[config.mk]
export PLATFORM = sky130hd
export DESIGN_NAME = length_prefix_to_start_code_flat
export DESIGN_NICKNAME = d
export VERILOG_FILES = /design/src/sv/lpsc_pkg.sv /design/src/sv/lpsc_in_if.sv /design/src/sv/lpsc_out_if.sv /design/src/sv/lpsc_parse.sv /design/src/sv/lpsc_burst.sv /design/src/sv/length_prefix_to_start_code.sv /design/src/flat_wrapper.sv
export VERILOG_INCLUDE_DIRS = /design/src /design/src/sv
export SDC_FILE = /design/constraint.sdc
export NUM_CORES = 1
export LEC_CHECK = 0
export ABC_CLOCK_PERIOD_IN_PS = 19750
export BUFFER_PORTS_ARGS = -buffer_cell sky130_fd_sc_hd__buf_2
export CAP_MARGIN = 30
export CORE_MARGIN = 5
export CORE_UTILIZATION = 35
export DETAILED_ROUTE_END_ITERATION = 10
export SLEW_MARGIN = 25
export SYNTH_ARGS = -nofsm -noshare
export SYNTH_HDL_FRONTEND = slang
export SYNTH_SLANG_ARGS = --single-unit
[constraint.sdc]
create_clock -name i_clk -period 19.75 [get_ports i_clk]
set_input_delay 0 -clock i_clk [delete_from_list [all_inputs] [get_ports i_clk]]
set_output_delay 0 -clock i_clk [all_outputs]
set_load 0.005 [all_outputs]
[src/sv/length_prefix_to_start_code_assert.svh]
// assertion macros for the length-prefix to start-code converter
// used by length_prefix_to_start_code.sv; no other dependencies
`ifndef LENGTH_PREFIX_TO_START_CODE_ASSERT_SVH
`define LENGTH_PREFIX_TO_START_CODE_ASSERT_SVH

// consequent checked in the same cycle as the antecedent
`define LPSC_ASSERT_SAME(label, clk, rst_n, ante, cons) \
    label: assert property (@(posedge clk) disable iff (!rst_n) (ante) |-> (cons)) \
        else $error("lpsc: same-cycle check failed");

// consequent checked in the cycle after the antecedent
`define LPSC_ASSERT_NEXT(label, clk, rst_n, ante, cons) \
    label: assert property (@(posedge clk) disable iff (!rst_n) (ante) |=> (cons)) \
        else $error("lpsc: next-cycle check failed");

`endif

[src/sv/lpsc_pkg.sv]
// shared constants and types of the length-prefix to start-code converter
// no dependencies
`default_nettype none

package lpsc_pkg;

    // frame position counter width
    localparam int POSITION_BITS = 24;

    // most result bytes one input byte can cause
    localparam int BURST_MAX = 4;

    // prefix_mode register codes
    localparam logic [2:0] MODE_PASS = 3'd0;
    localparam logic [2:0] MODE_ONE  = 3'd1;
    localparam logic [2:0] MODE_TWO  = 3'd2;
    localparam logic [2:0] MODE_FOUR = 3'd3;

    // final byte of the start code 00 00 00 01, the others are zero
    localparam logic [7:0] START_CODE_LAST = 8'h01;
    localparam logic [7:0] START_CODE_ZERO = 8'h00;

    // result bytes caused by one input byte, first byte in element 0
    typedef struct packed {
        logic [BURST_MAX-1:0][7:0] bytes;
        logic [2:0]                count;
        logic                      last;
        logic                      err;
    } t_burst;

    // parser state visible to the top level
    typedef struct packed {
        logic       phase;
        logic       pass_rest;
        logic [1:0] prefix_count;
    } t_parse_stat;

endpackage

`default_nettype wire

[src/sv/lpsc_in_if.sv]
// input byte channel: valid/ready handshake with one frame byte as payload
// depends on nothing
`default_nettype none

interface lpsc_in_if;
    logic        valid;
    logic        ready;
    logic [7:0]  data_byte;
    logic [23:0] frame_length;
    logic        frame_last;

    modport source (output valid, output data_byte, output frame_length,
                    output frame_last, input ready);
    modport sink   (input valid, input data_byte, input frame_length,
                    input frame_last, output ready);
endinterface

`default_nettype wire

[src/sv/lpsc_out_if.sv]
// output byte channel: valid/ready handshake with one result byte and its flags
// depends on nothing
`default_nettype none

interface lpsc_out_if;
    logic       valid;
    logic       ready;
    logic [7:0] out_byte;
    logic       burst_last;
    logic       frame_end;
    logic       frame_error;

    modport source (output valid, output out_byte, output burst_last,
                    output frame_end, output frame_error, input ready);
    modport sink   (input valid, input out_byte, input burst_last,
                    input frame_end, input frame_error, output ready);
endinterface

`default_nettype wire

[src/sv/lpsc_parse.sv]
// prefix parser: holds the frame state and turns one input byte into a burst
// depends on lpsc_pkg
`default_nettype none

module lpsc_parse (
    input  wire logic                 i_clk,
    input  wire logic                 i_rst_n,
    input  wire logic                 i_cfg_we,
    input  wire logic [2:0]           i_cfg_data,
    input  wire logic                 i_accept,
    input  wire logic [7:0]           i_byte,
    input  wire logic [23:0]          i_flen,
    input  wire logic                 i_last,
    output lpsc_pkg::t_burst          o_burst,
    output lpsc_pkg::t_parse_stat     o_stat
);

    localparam int PB = lpsc_pkg::POSITION_BITS;

    logic [2:0]    r_mode;
    logic          r_phase,  n_phase;
    logic [PB-1:0] r_pos,    n_pos;
    logic [1:0]    r_pc,     n_pc;
    logic [23:0]   r_acc,    n_acc;
    logic [23:0]   r_rem,    n_rem;
    logic          r_pass,   n_pass;
    logic [7:0]    r_held [3];
    logic [7:0]    n_held [3];

    logic [2:0]    w_psize;
    logic [31:0]   w_len;
    logic [PB-1:0] w_start;
    logic          w_tail_short;
    logic          w_len_bad;
    lpsc_pkg::t_burst w_burst;
    lpsc_pkg::t_burst w_flush;
    lpsc_pkg::t_burst w_code;

    // prefix size in bytes for the active mode
    always_comb begin
        unique case (r_mode)
            lpsc_pkg::MODE_ONE: w_psize = 3'd1;
            lpsc_pkg::MODE_TWO: w_psize = 3'd2;
            default:            w_psize = 3'd4;
        endcase
    end

    // unit length and the two frame bound checks
    assign w_len   = {r_acc, i_byte};
    assign w_start = r_pos - PB'(r_pc);
    assign w_tail_short = ({1'b0, r_pos} + (PB+1)'(w_psize)) > (PB+1)'(i_flen);
    assign w_len_bad = (w_len == 32'd1) ||
        ((34'(w_start) + 34'(w_len) + 34'd4) > 34'(i_flen));

    // held prefix bytes followed by the current byte
    always_comb begin
        w_flush = '0;
        for (int i = 0; i < lpsc_pkg::BURST_MAX; i++) begin
            if (i < 3 && 2'(i) < r_pc) begin
                w_flush.bytes[i] = r_held[i];
            end else begin
                w_flush.bytes[i] = i_byte;
            end
        end
        w_flush.count = 3'(r_pc) + 3'd1;
    end

    // trailing bytes of the start code, as many as the prefix size
    always_comb begin
        w_code = '0;
        for (int i = 0; i < lpsc_pkg::BURST_MAX; i++) begin
            w_code.bytes[i] = (3'(i) == w_psize - 3'd1) ? lpsc_pkg::START_CODE_LAST
                                                         : lpsc_pkg::START_CODE_ZERO;
        end
        w_code.count = w_psize;
    end

    // next frame state and burst for an accepted byte
    always_comb begin
        n_phase = r_phase;
        n_pos   = r_pos;
        n_pc    = r_pc;
        n_acc   = r_acc;
        n_rem   = r_rem;
        n_pass  = r_pass;
        n_held  = r_held;
        w_burst = '0;
        w_burst.bytes[0] = i_byte;

        if (i_accept) begin
            if (r_mode == lpsc_pkg::MODE_PASS) begin
                w_burst.count = 3'd1;
            end else if (r_mode > lpsc_pkg::MODE_FOUR) begin
                // unsupported mode: the frame collapses into one error result
                w_burst.bytes[0] = 8'h00;
                w_burst.err      = i_last;
                w_burst.count    = i_last ? 3'd1 : 3'd0;
            end else if (r_pass) begin
                w_burst.count = 3'd1;
            end else if (r_phase) begin
                w_burst.count = 3'd1;
                n_rem   = (r_rem != '0) ? r_rem - 24'd1 : '0;
                n_phase = (r_rem > 24'd1);
            end else if (r_pc == 2'd0 && w_tail_short) begin
                n_pass        = 1'b1;
                w_burst.count = 3'd1;
            end else if ((3'(r_pc) + 3'd1) < w_psize) begin
                n_acc = {r_acc[15:0], i_byte};
                if (r_pc != 2'd3) begin
                    n_held[r_pc] = i_byte;
                end
                n_pc = r_pc + 2'd1;
                // frame ends inside the prefix: the held bytes go out, followed by
                // the current byte twice, once in its held place and once as current
                if (i_last) begin
                    w_burst       = w_flush;
                    w_burst.count = 3'(r_pc) + 3'd2;
                end
            end else begin
                if (w_len_bad) begin
                    n_pass  = 1'b1;
                    w_burst = w_flush;
                end else begin
                    w_burst = w_code;
                    n_rem   = w_len[23:0];
                    n_phase = (w_len != 32'd0);
                end
                n_pc  = 2'd0;
                n_acc = '0;
            end

            n_pos        = r_pos + PB'(1);
            w_burst.last = i_last;

            // frame state returns to reset after the final byte
            if (i_last) begin
                n_phase = 1'b0;
                n_pos   = '0;
                n_pc    = 2'd0;
                n_acc   = '0;
                n_rem   = '0;
                n_pass  = 1'b0;
            end
        end

        // a mode write drops any half-built prefix
        if (i_cfg_we) begin
            n_phase = 1'b0;
            n_pos   = '0;
            n_pc    = 2'd0;
            n_acc   = '0;
            n_rem   = '0;
            n_pass  = 1'b0;
        end
    end

    // control state
    always_ff @(posedge i_clk) begin
        if (!i_rst_n) begin
            r_mode  <= lpsc_pkg::MODE_PASS;
            r_phase <= 1'b0;
            r_pos   <= '0;
            r_pc    <= 2'd0;
            r_acc   <= '0;
            r_rem   <= '0;
            r_pass  <= 1'b0;
        end else begin
            if (i_cfg_we) begin
                r_mode <= i_cfg_data;
            end
            r_phase <= n_phase;
            r_pos   <= n_pos;
            r_pc    <= n_pc;
            r_acc   <= n_acc;
            r_rem   <= n_rem;
            r_pass  <= n_pass;
        end
    end

    // held prefix bytes, read only after being written in the same prefix
    always_ff @(posedge i_clk) begin
        r_held <= n_held;
    end

    assign o_burst             = w_burst;
    assign o_stat.phase        = r_phase;
    assign o_stat.pass_rest    = r_pass;
    assign o_stat.prefix_count = r_pc;

endmodule

`default_nettype wire

[src/sv/lpsc_burst.sv]
// output buffer: holds one burst of up to four bytes and hands them out one per transfer
// depends on lpsc_pkg
`default_nettype none

module lpsc_burst (
    input  wire logic             i_clk,
    input  wire logic             i_rst_n,
    input  wire logic             i_load,
    input  lpsc_pkg::t_burst      i_burst,
    input  wire logic             i_ready,
    output logic                  o_load_ok,
    output logic                  o_valid,
    output logic [7:0]            o_byte,
    output logic                  o_burst_last,
    output logic                  o_frame_end,
    output logic                  o_frame_error,
    output logic [2:0]            o_count
);

    logic [lpsc_pkg::BURST_MAX-1:0][7:0] r_bytes;
    logic [2:0] r_cnt;
    logic       r_last;
    logic       r_err;
    logic       w_take;

    assign w_take    = o_valid && i_ready;
    // room for a new burst when empty or once the last byte leaves in this cycle
    assign o_load_ok = (r_cnt == 3'd0) || (r_cnt == 3'd1 && i_ready);

    // byte count
    always_ff @(posedge i_clk) begin
        if (!i_rst_n) begin
            r_cnt <= 3'd0;
        end else if (i_load) begin
            r_cnt <= i_burst.count;
        end else if (w_take) begin
            r_cnt <= r_cnt - 3'd1;
        end
    end

    // burst bytes, shifted down by one byte per transfer
    always_ff @(posedge i_clk) begin
        if (i_load) begin
            r_bytes <= i_burst.bytes;
            r_last  <= i_burst.last;
            r_err   <= i_burst.err;
        end else if (w_take) begin
            r_bytes <= r_bytes >> 8;
        end
    end

    assign o_valid       = (r_cnt != 3'd0);
    assign o_byte        = r_bytes[0];
    assign o_burst_last  = (r_cnt == 3'd1);
    assign o_frame_end   = (r_cnt == 3'd1) && r_last;
    assign o_frame_error = r_err;
    assign o_count       = r_cnt;

endmodule

`default_nettype wire

[src/sv/length_prefix_to_start_code.sv]
// the first result of an input byte is offered in the cycle after its transfer
// throughput: one byte per cycle while each byte gives one result and the output is ready;
// a byte that gives n results (start code or flushed prefix) holds the output buffer until
// all n have left, and the next input transfer is taken in the cycle its last result leaves
// reset (synchronous, active low): mode pass-through, frame state cleared, buffer empty
// depends on lpsc_pkg, lpsc_in_if, lpsc_out_if, lpsc_parse, lpsc_burst
`default_nettype none

`include "length_prefix_to_start_code_assert.svh"

module length_prefix_to_start_code (
    input  wire logic       i_clk,
    input  wire logic       i_rst_n,
    input  wire logic       i_cfg_we,
    input  wire logic [2:0] i_cfg_data,
    lpsc_in_if.sink         i_in,
    lpsc_out_if.source      o_out
);

    lpsc_pkg::t_burst      w_burst;
    lpsc_pkg::t_parse_stat w_stat;
    logic       w_load_ok;
    logic       w_in_xfer;
    logic [2:0] w_buf_count;

    // input transfer whenever the buffer can take the next burst
    assign i_in.ready = w_load_ok;
    assign w_in_xfer  = i_in.valid && w_load_ok;

    // frame parser
    lpsc_parse u_parse (
        .i_clk      (i_clk),
        .i_rst_n    (i_rst_n),
        .i_cfg_we   (i_cfg_we),
        .i_cfg_data (i_cfg_data),
        .i_accept   (w_in_xfer),
        .i_byte     (i_in.data_byte),
        .i_flen     (i_in.frame_length),
        .i_last     (i_in.frame_last),
        .o_burst    (w_burst),
        .o_stat     (w_stat)
    );

    // result buffer
    lpsc_burst u_burst (
        .i_clk         (i_clk),
        .i_rst_n       (i_rst_n),
        .i_load        (w_in_xfer),
        .i_burst       (w_burst),
        .i_ready       (o_out.ready),
        .o_load_ok     (w_load_ok),
        .o_valid       (o_out.valid),
        .o_byte        (o_out.out_byte),
        .o_burst_last  (o_out.burst_last),
        .o_frame_end   (o_out.frame_end),
        .o_frame_error (o_out.frame_error),
        .o_count       (w_buf_count)
    );

    // a new burst never overwrites more than the byte leaving now
    `LPSC_ASSERT_SAME(a_no_overwrite, i_clk, i_rst_n, w_in_xfer, w_buf_count <= 3'd1)
    // an error result is always alone and closes the frame
    `LPSC_ASSERT_SAME(a_err_alone, i_clk, i_rst_n, o_out.valid && o_out.frame_error, o_out.burst_last && o_out.frame_end)
    // a mode write leaves the parser at the start of a prefix
    `LPSC_ASSERT_NEXT(a_cfg_clears, i_clk, i_rst_n, i_cfg_we, !w_stat.phase && !w_stat.pass_rest && w_stat.prefix_count == 2'd0)
    // the final byte of a frame leaves the parser at the start of a prefix
    `LPSC_ASSERT_NEXT(a_last_clears, i_clk, i_rst_n, w_in_xfer && i_in.frame_last, !w_stat.phase && !w_stat.pass_rest && w_stat.prefix_count == 2'd0)

endmodule

`default_nettype wire
[src/flat_wrapper.sv]
// flat-port wrapper written by rule: the top's interface ports become plain ports
module length_prefix_to_start_code_flat 
  (i_clk, i_rst_n, i_cfg_we, i_cfg_data, i_in_valid, i_in_data_byte, i_in_frame_length, i_in_frame_last, i_in_ready, o_out_valid, o_out_out_byte, o_out_burst_last, o_out_frame_end, o_out_frame_error, o_out_ready);
  lpsc_in_if i_in_i ();
  lpsc_out_if o_out_i ();
  input  wire logic i_clk;
  input  wire logic i_rst_n;
  input  wire logic i_cfg_we;
  input  wire logic [2:0] i_cfg_data;
  input wire logic [$bits(i_in_i.valid)-1:0] i_in_valid;
  input wire logic [$bits(i_in_i.data_byte)-1:0] i_in_data_byte;
  input wire logic [$bits(i_in_i.frame_length)-1:0] i_in_frame_length;
  input wire logic [$bits(i_in_i.frame_last)-1:0] i_in_frame_last;
  output wire logic [$bits(i_in_i.ready)-1:0] i_in_ready;
  output wire logic [$bits(o_out_i.valid)-1:0] o_out_valid;
  output wire logic [$bits(o_out_i.out_byte)-1:0] o_out_out_byte;
  output wire logic [$bits(o_out_i.burst_last)-1:0] o_out_burst_last;
  output wire logic [$bits(o_out_i.frame_end)-1:0] o_out_frame_end;
  output wire logic [$bits(o_out_i.frame_error)-1:0] o_out_frame_error;
  input wire logic [$bits(o_out_i.ready)-1:0] o_out_ready;
  assign i_in_i.valid = i_in_valid;
  assign i_in_i.data_byte = i_in_data_byte;
  assign i_in_i.frame_length = i_in_frame_length;
  assign i_in_i.frame_last = i_in_frame_last;
  assign i_in_ready = i_in_i.ready;
  assign o_out_valid = o_out_i.valid;
  assign o_out_out_byte = o_out_i.out_byte;
  assign o_out_burst_last = o_out_i.burst_last;
  assign o_out_frame_end = o_out_i.frame_end;
  assign o_out_frame_error = o_out_i.frame_error;
  assign o_out_i.ready = o_out_ready;
  length_prefix_to_start_code u_core (.i_clk(i_clk), .i_rst_n(i_rst_n), .i_cfg_we(i_cfg_we), .i_cfg_data(i_cfg_data), .i_in(i_in_i), .o_out(o_out_i));
endmodule
Word level (Yosys, flattened, before mapping)
Index checks and enable logic that the tools add are counted.
- output and inout bits: 13
- bits in writable memories: 0
- logic and storage cells: 156
- bits in registers: 140
- bits of input ports: 41
- bits in read-only memories: 0
- bits in latches: 0
- memories kept: 0
- div/mod/pow operators: 0
- equal/unequal tests: 16
- shift operators: 0
- magnitude comparators: 10
- bitwise operators: 7
- muxes and demuxes: 73
- multipliers: 0
- add/sub/neg operators: 11
- reduce and logical (&&, ||, !) cells: 22
- operators by type and width (cell ; count):
    $mux W24 ; 18
    $mux W32 ; 6
    $mux W37 ; 3
    $add A33 B3 Y34 const B ; 1
    $gt A34 B24 Y1 ; 1
    $add A24 B32 Y33 ; 1
    $eq A32 B1 Y1 const B ; 1
    $mux W8 ; 4
    $reduce_bool A32 Y1 ; 1
    $add A24 B3 Y25 ; 1
    $gt A25 B24 Y1 ; 1
    $mux W1 ; 25
    $add A24 B1 Y24 const B ; 1
    $bwmux W24 ; 1
    $gt A24 B1 Y1 const B ; 1
    $reduce_bool A24 Y1 ; 1
    $sub A24 B1 Y24 const B ; 1
    $sub A24 B2 Y24 ; 1
    $mux W3 ; 6
    $demux W8 S2 ; 1
    $mux W2 ; 7
    $ne A2 B2 Y1 const B ; 6
    $mux W11 ; 1
    $logic_not A3 Y1 ; 3
    29 further kinds ; 46

Logic depth before layout (Yosys ltp)
- word-level depth: 13
- gate-level depth with buffers: 33
- depth with buffers taken out: 31

Modules after synthesis
Synthesis repeated with hierarchy kept, for this count alone.
- cells, all modules: 1396
- area total of the unflattened synthesis: 11641.2 um^2
- by module, submodules not included (module ; times used ; cells each ; area each (um^2)):
    lpsc_parse ; 1 ; 1287 ; 9947.0
    lpsc_burst ; 1 ; 108 ; 1687.9
    length_prefix_to_start_code ; 1 ; 1 ; 6.3

Least setup slack after synthesis
Ideal clock, no wire load.
- path kind: register -> register
- from: register u_core.u_parse.r_pc[1]
- to: register u_core.u_burst.r_bytes[21] (netlist bit) (data pin)
- buffers on the path: 4
- required time: 19.488 ns
- arrival: 7.437 ns
- cell stages (with the launch flop): 32
- slack: 12.051 ns
- cell sequence: dfxtp_1 clkbuf_1 inv_1 fa_1 or4_1 or3_1 nand2b_1 nand2b_1 nor4_1 xor2_1 ha_1 ha_1 buf_2 nand4_1 or3_1 a2111oi_0 nor2_1 nand2_1 xnor2_1 ha_1 nand2_1 nor3_1 and3b_1 o22ai_1 or4_1 a211o_1 nand4b_4 nor3_2 or3_1 buf_2 buf_2 o21ai_0
- cells in the longest elaborated chain, start to end: 13
- ends and longest elaborated chain (element ; RTL line ; source):
    from (decl) ; lpsc_parse.sv:23 ; logic [1:0] r_pc, n_pc;
    from (signal assigned) ; lpsc_parse.sv:173 ; r_pc <= n_pc;
    $sub A24 B2 Y24 ; lpsc_parse.sv:50 ; assign w_start = r_pos - PB'(r_pc);
    $add A24 B32 Y33 ; lpsc_parse.sv:53 ; ((34'(w_start) + 34'(w_len) + 34'd4) > 34'(i_flen));
    $add A33 B3 Y34 ; lpsc_parse.sv:53 ;
    $gt A34 B24 Y1 ; lpsc_parse.sv:53 ;
    $logic_or A1 B1 Y1 ; lpsc_parse.sv:52 ; assign w_len_bad = (w_len == 32'd1) ||
    $mux W37 ; lpsc_parse.sv:120 ; if (w_len_bad) begin
    $mux W37 ; lpsc_parse.sv:107 ; end else if ((3'(r_pc) + 3'd1) < w_psize) begin
    $mux W32 * ; lpsc_parse.sv:104 ; end else if (r_pc == 2'd0 && w_tail_short) begin
    $mux W32 * ; lpsc_parse.sv:100 ; end else if (r_phase) begin
    $mux W32 * ; lpsc_parse.sv:98 ; end else if (r_pass) begin
    $mux W24 * ; lpsc_parse.sv:93 ; end else if (r_mode > lpsc_pkg::MODE_FOUR) begin
    $mux W32 * ; lpsc_parse.sv:91 ; if (r_mode == lpsc_pkg::MODE_PASS) begin
    $mux W32 * ; lpsc_burst.sv:43 ; if (i_load) begin
    to (signal assigned) ; lpsc_burst.sv:44 ; r_bytes <= i_burst.bytes;
    to (signal assigned) ; lpsc_burst.sv:48 ; r_bytes <= r_bytes >> 8;
    to (decl) ; lpsc_burst.sv:20 ; logic [lpsc_pkg::BURST_MAX-1:0][7:0] r_bytes;
Every way passes the cells marked *; elsewhere a longest branch is shown, timed or not.
A chain may end at the register's enable or synchronous reset.

Final worst setup path
- from: register u_core.u_parse.r_pc[1]
- to: register u_core.u_parse.r_rem[0]
- cells in the longest elaborated chain, start to end: 7
- ends and longest elaborated chain (element ; RTL line ; source):
    $sub A24 B2 Y24 ; lpsc_parse.sv:50 ;
    $add A24 B32 Y33 ; lpsc_parse.sv:53 ;
    $add A33 B3 Y34 ; lpsc_parse.sv:53 ;
    $gt A34 B24 Y1 ; lpsc_parse.sv:53 ;
    $logic_or A1 B1 Y1 ; lpsc_parse.sv:52 ;
    $ne A3 B3 Y1 (no line) ; - ;
    $reduce_and A7 Y1 (no line) * ; - ;
    to (signal assigned) ; lpsc_parse.sv:175 ; r_rem <= n_rem;
    to (decl) ; lpsc_parse.sv:25 ; logic [23:0] r_rem, n_rem;
Marked as above.

==> run_results.csv <==
group,metric,value,unit
clock_network,cts_sinks,140,
clock_network,ctsHoldBuffers,19,
grt,grt_pass1_wl,48.1,mm
floorplanning,start_util,35.2,%
timing,worst_slew_pin_slew,1000,ps
pwr,vdd_drop_max,0.0471,mV
synthesis,synth_top_area_cell,"edfxtp_1",
clock_network,root_buffer,"clkbuf_16",
grt,grt_pass1_vias,9041,
clock_network,cts.path.max_buffers,2,
timing,period_share,45.7,%
drt,vias_per_cell,5.55,
synthesis,syn_avg_cell_area,8.46,µm²
grt,busiest_layer,"met2",
synthesis,synth_edf_count,58,
setup_path,cp.required,20020,ps
drt,route.detailed.drc,0,
floorplanning,die_h,185,µm
timing,grt_setup_unrepaired,"no",
setup_path,r2r_cells,28,
synthesis,synth-async-reset-ratio,0,%
cells_and_area,drive_gt1_share,9.08,%
drt,drt-total-wl,29.7,mm
clock_network,cts_tree,"built",
timing,clock.fmax,111,MHz
setup_path,path_class,"reg -> reg",
pwr,p_per_area,78.6,nW/µm²
clock_network,cts.clk_slew.worst_paths,70,ps
synthesis,ys.flop_type,"dfxtp_1",
worst_hold_path,min_path_type,"in -> reg",
cells_and_area,fillers,3068,
synthesis,synth_area_leaders,"edfxtp_1 (16%), dfxtp_1 (15%), ha_1 (13%)",
grt,grt.met3_usage,2.27,%
clock_network,clk_latency,440,ps
setup_path,reg2reg_from,"u_core.u_parse.r_pc[1]$_SDFFE_PP0P_",
synthesis,yosys_warnings,0,
drt,vias,9413,
timing,hold_violations,0,
floorplanning,num_rows,64,
cells_and_area,num-nets-final,1445,
worst_hold_path,hp-start,"i_in_valid",
floorplanning,die_w,185,µm
run,max_cap_viol_count,0,
cells_and_area,final_common_cell,"nand2_1",
timing,clock_skew,15.2,ps
setup_path,cp-startpoint,"u_core.u_parse.r_pc[1]$_SDFFE_PP0P_",
setup_path,cp_slowest_stage_delay,730,ps
place,place_area,11200,µm²
place,portBuffers,53,
floorplanning,dieArea,34100,µm²
setup_path,start_kind,"flip-flop",
setup_path,critPathArrivalTime,9300,ps
timing,layout_min_cycle_time,9040,ps
cells_and_area,final_area,12000,µm²
timing,timing.setup.tns,0,ps
place,dp.cells,1644,
setup_path,r2r_end,"u_core.u_parse.r_rem[0]$_SDFFE_PP0P_",
cells_and_area,instances_no_fill,1696,
cells_and_area,register_area,3380,µm²
pwr,leakagePower,5.17,nW
grt,grt_usage,17.5,%
worst_hold_path,min_to,"u_core.u_parse.r_pos[1]$_SDFFE_PP0P_",
synthesis,syn-cell-area,10700,µm²
setup_path,r2r_setup_slack,10710,ps
setup_path,crit_fanout,26,
grt,use_met1,23.7,%
cells_and_area,multiInputGateArea,6710,µm²
setup_path,cpMostUsedCell,"ha_1",
drt,firstDrtPassIters,4,
cells_and_area,n_antenna_cell,0,
synthesis,ys_ff_latch,140,
synthesis,synth_cell_types,70,
clock_network,cts_resized,0,
place,dp_hpwl,21.8,mm
grt,grt_max_degree,53,
drt,drt_first_iter_violations,691,
floorplanning,io_pins,54,
clock_network,postCtsSetupBuffers,0,
setup_path,critPathSlowestCell,"dfxtp_1",
cells_and_area,area_growth,12.3,%
setup_path,cp-end-kind,"flip-flop",
worst_hold_path,min_path_cells,5,
cells_and_area,final_cell_mix,"nand2_1 (134), ha_1 (114), nor2_1 (97)",
floorplanning,fp.coreArea,30300,µm²
clock_network,cts_made_buffers,17,
synthesis,synth_fp_nets,1421,
clock_network,h-tree-depth,4,
synthesis,synth_cells,1263,
drt,detail-route-antenna-nets,0,
grt,grt_use_met2,29.0,%
timing,maxSlewHeadroom,33.0,%
grt,antenna_found_initial,0,
synthesis,synth-seq-area-share,31.7,%
timing,finalSetupViolCount,0,
drt,wl_per_cell,17.5,µm
timing,maxSlewViolCount,0,
place,gp_congestion,0.906,
grt,grt-ovfl-total,0,
run_status,status,"completed",
synthesis,synth_top_area_share,16.3,%
pwr,p_total,943,µW
[worst max-delay path by stage]
stage / endpoint / slack, ps / depth (start not counted)
floorplan: u_core.u_burst.r_bytes[21]$_DFFE_PP_ / 12050 / 31
global placement: u_core.u_burst.r_bytes[13]$_DFFE_PP_ / 11020 / 27
detailed placement: u_core.u_burst.r_bytes[15]$_DFFE_PP_ / 10850 / 27
CTS: u_core.u_burst.r_bytes[15]$_DFFE_PP_ / 10740 / 27
global route: u_core.u_parse.r_rem[0]$_SDFFE_PP0P_ / 9970 / 28
finish: u_core.u_parse.r_rem[0]$_SDFFE_PP0P_ / 10710 / 28
[power by group]
part | total, mW | internal [mW] | switching (mW)
combinational | 0.240 | 0.0878 | 0.152
sequential | 0.370 | 0.354 | 0.0163
clock | 0.333 | 0.172 | 0.161
total | 0.943 | 0.614 | 0.329
[state kept, by name (all words and copies together) (netlist names)]
signal / flops
u_core.u_parse.r_pc: 2
u_core.u_burst.r_bytes: 24
u_core.u_burst.o_frame_error: 1
u_core.u_burst.o_count: 3
u_core.u_parse.r_mode: 3
u_core.u_parse.r_held: 24
u_core.u_burst.o_byte: 8
u_core.u_burst.r_last: 1
u_core.u_parse.r_phase: 1
u_core.u_parse.r_acc: 24
u_core.u_parse.r_pos: 24
u_core.u_parse.r_rem: 24
u_core.u_parse.r_pass: 1
[metal layers]
layer | vias to the layer above | wire [µm]
met5 | - | 0
li1 | 4616 | -
met1 | 4456 | 13700
met3 | 50 | 1680
met4 | 0 | 637
met2 | 291 | 13700
[critical path, delay by kind of cell, from the launching register on]
kind / cells / cell delay, ps
adders and majority gates: 4 / 1500
AOI/OAI and AO/OA: 5 / 1170
DFF: 1 / 730
and+or+nand+nor: 15 / 4540
buffers and inverters: 2 / 640
xor gates and xnor gates: 2 / 270
[Yosys cell counts, types with 4 or more instances]
library cell / n
a2111oi_0: 5
a211oi_1: 7
a21o_1: 22
a21oi_1: 69
a22oi_1: 12
a31o_2: 6
a31oi_1: 17
and2_1: 7
and3_1: 10
and4_1: 7
buf_2: 11
buf_4: 10
clkbuf_1: 51
dfxtp_1: 82
edfxtp_1: 58
ha_1: 114
inv_1: 67
mux2i_1: 32
nand2_1: 134
nand2b_1: 7
nand3_1: 57
nand4_1: 24
nor2_1: 98
nor2b_1: 10
nor3_1: 32
nor4_1: 16
o2111ai_1: 5
o211ai_1: 6
o21a_1: 25
o21ai_0: 71
o221ai_1: 10
o22ai_1: 5
o31ai_1: 9
o41ai_1: 5
or2_2: 4
or3_1: 10
or4_1: 8
xnor2_1: 40
xor2_1: 54
[area by class of cell]
type | count | area share [%]
inverters | 68 | 2.13
clock buffers | 17 | 3.54
well taps | 396 | 4.13
flip-flops and latches | 140 | 28.2
multi-input cells | 978 | 55.9
clock inverters | 15 | 1.57
repair buffers | 82 | 4.55
[through the flow]
step	hold slack (ps)	utilization (%)	setup slack (ps)
after floorplan	98.9	-	12050
after global placement	263	36.8	11020
after detailed placement	276	36.8	10850
after CTS	142	39.5	10740
after global routing	203	39.5	9970
final	151	39.5	10710
[logic make-up after synthesis]
logic type | share of synthesized area, %
AOI/OAI and AO/OA | 18.1
xor gates and xnor gates | 7.71
adders and majority gates | 13.9
buffers and inverters | 5.66
DFF | 31.7
muxes | 3.31
and+or+nand+nor | 19.6
No activity file was read; power rests on OpenSTA's default activity.
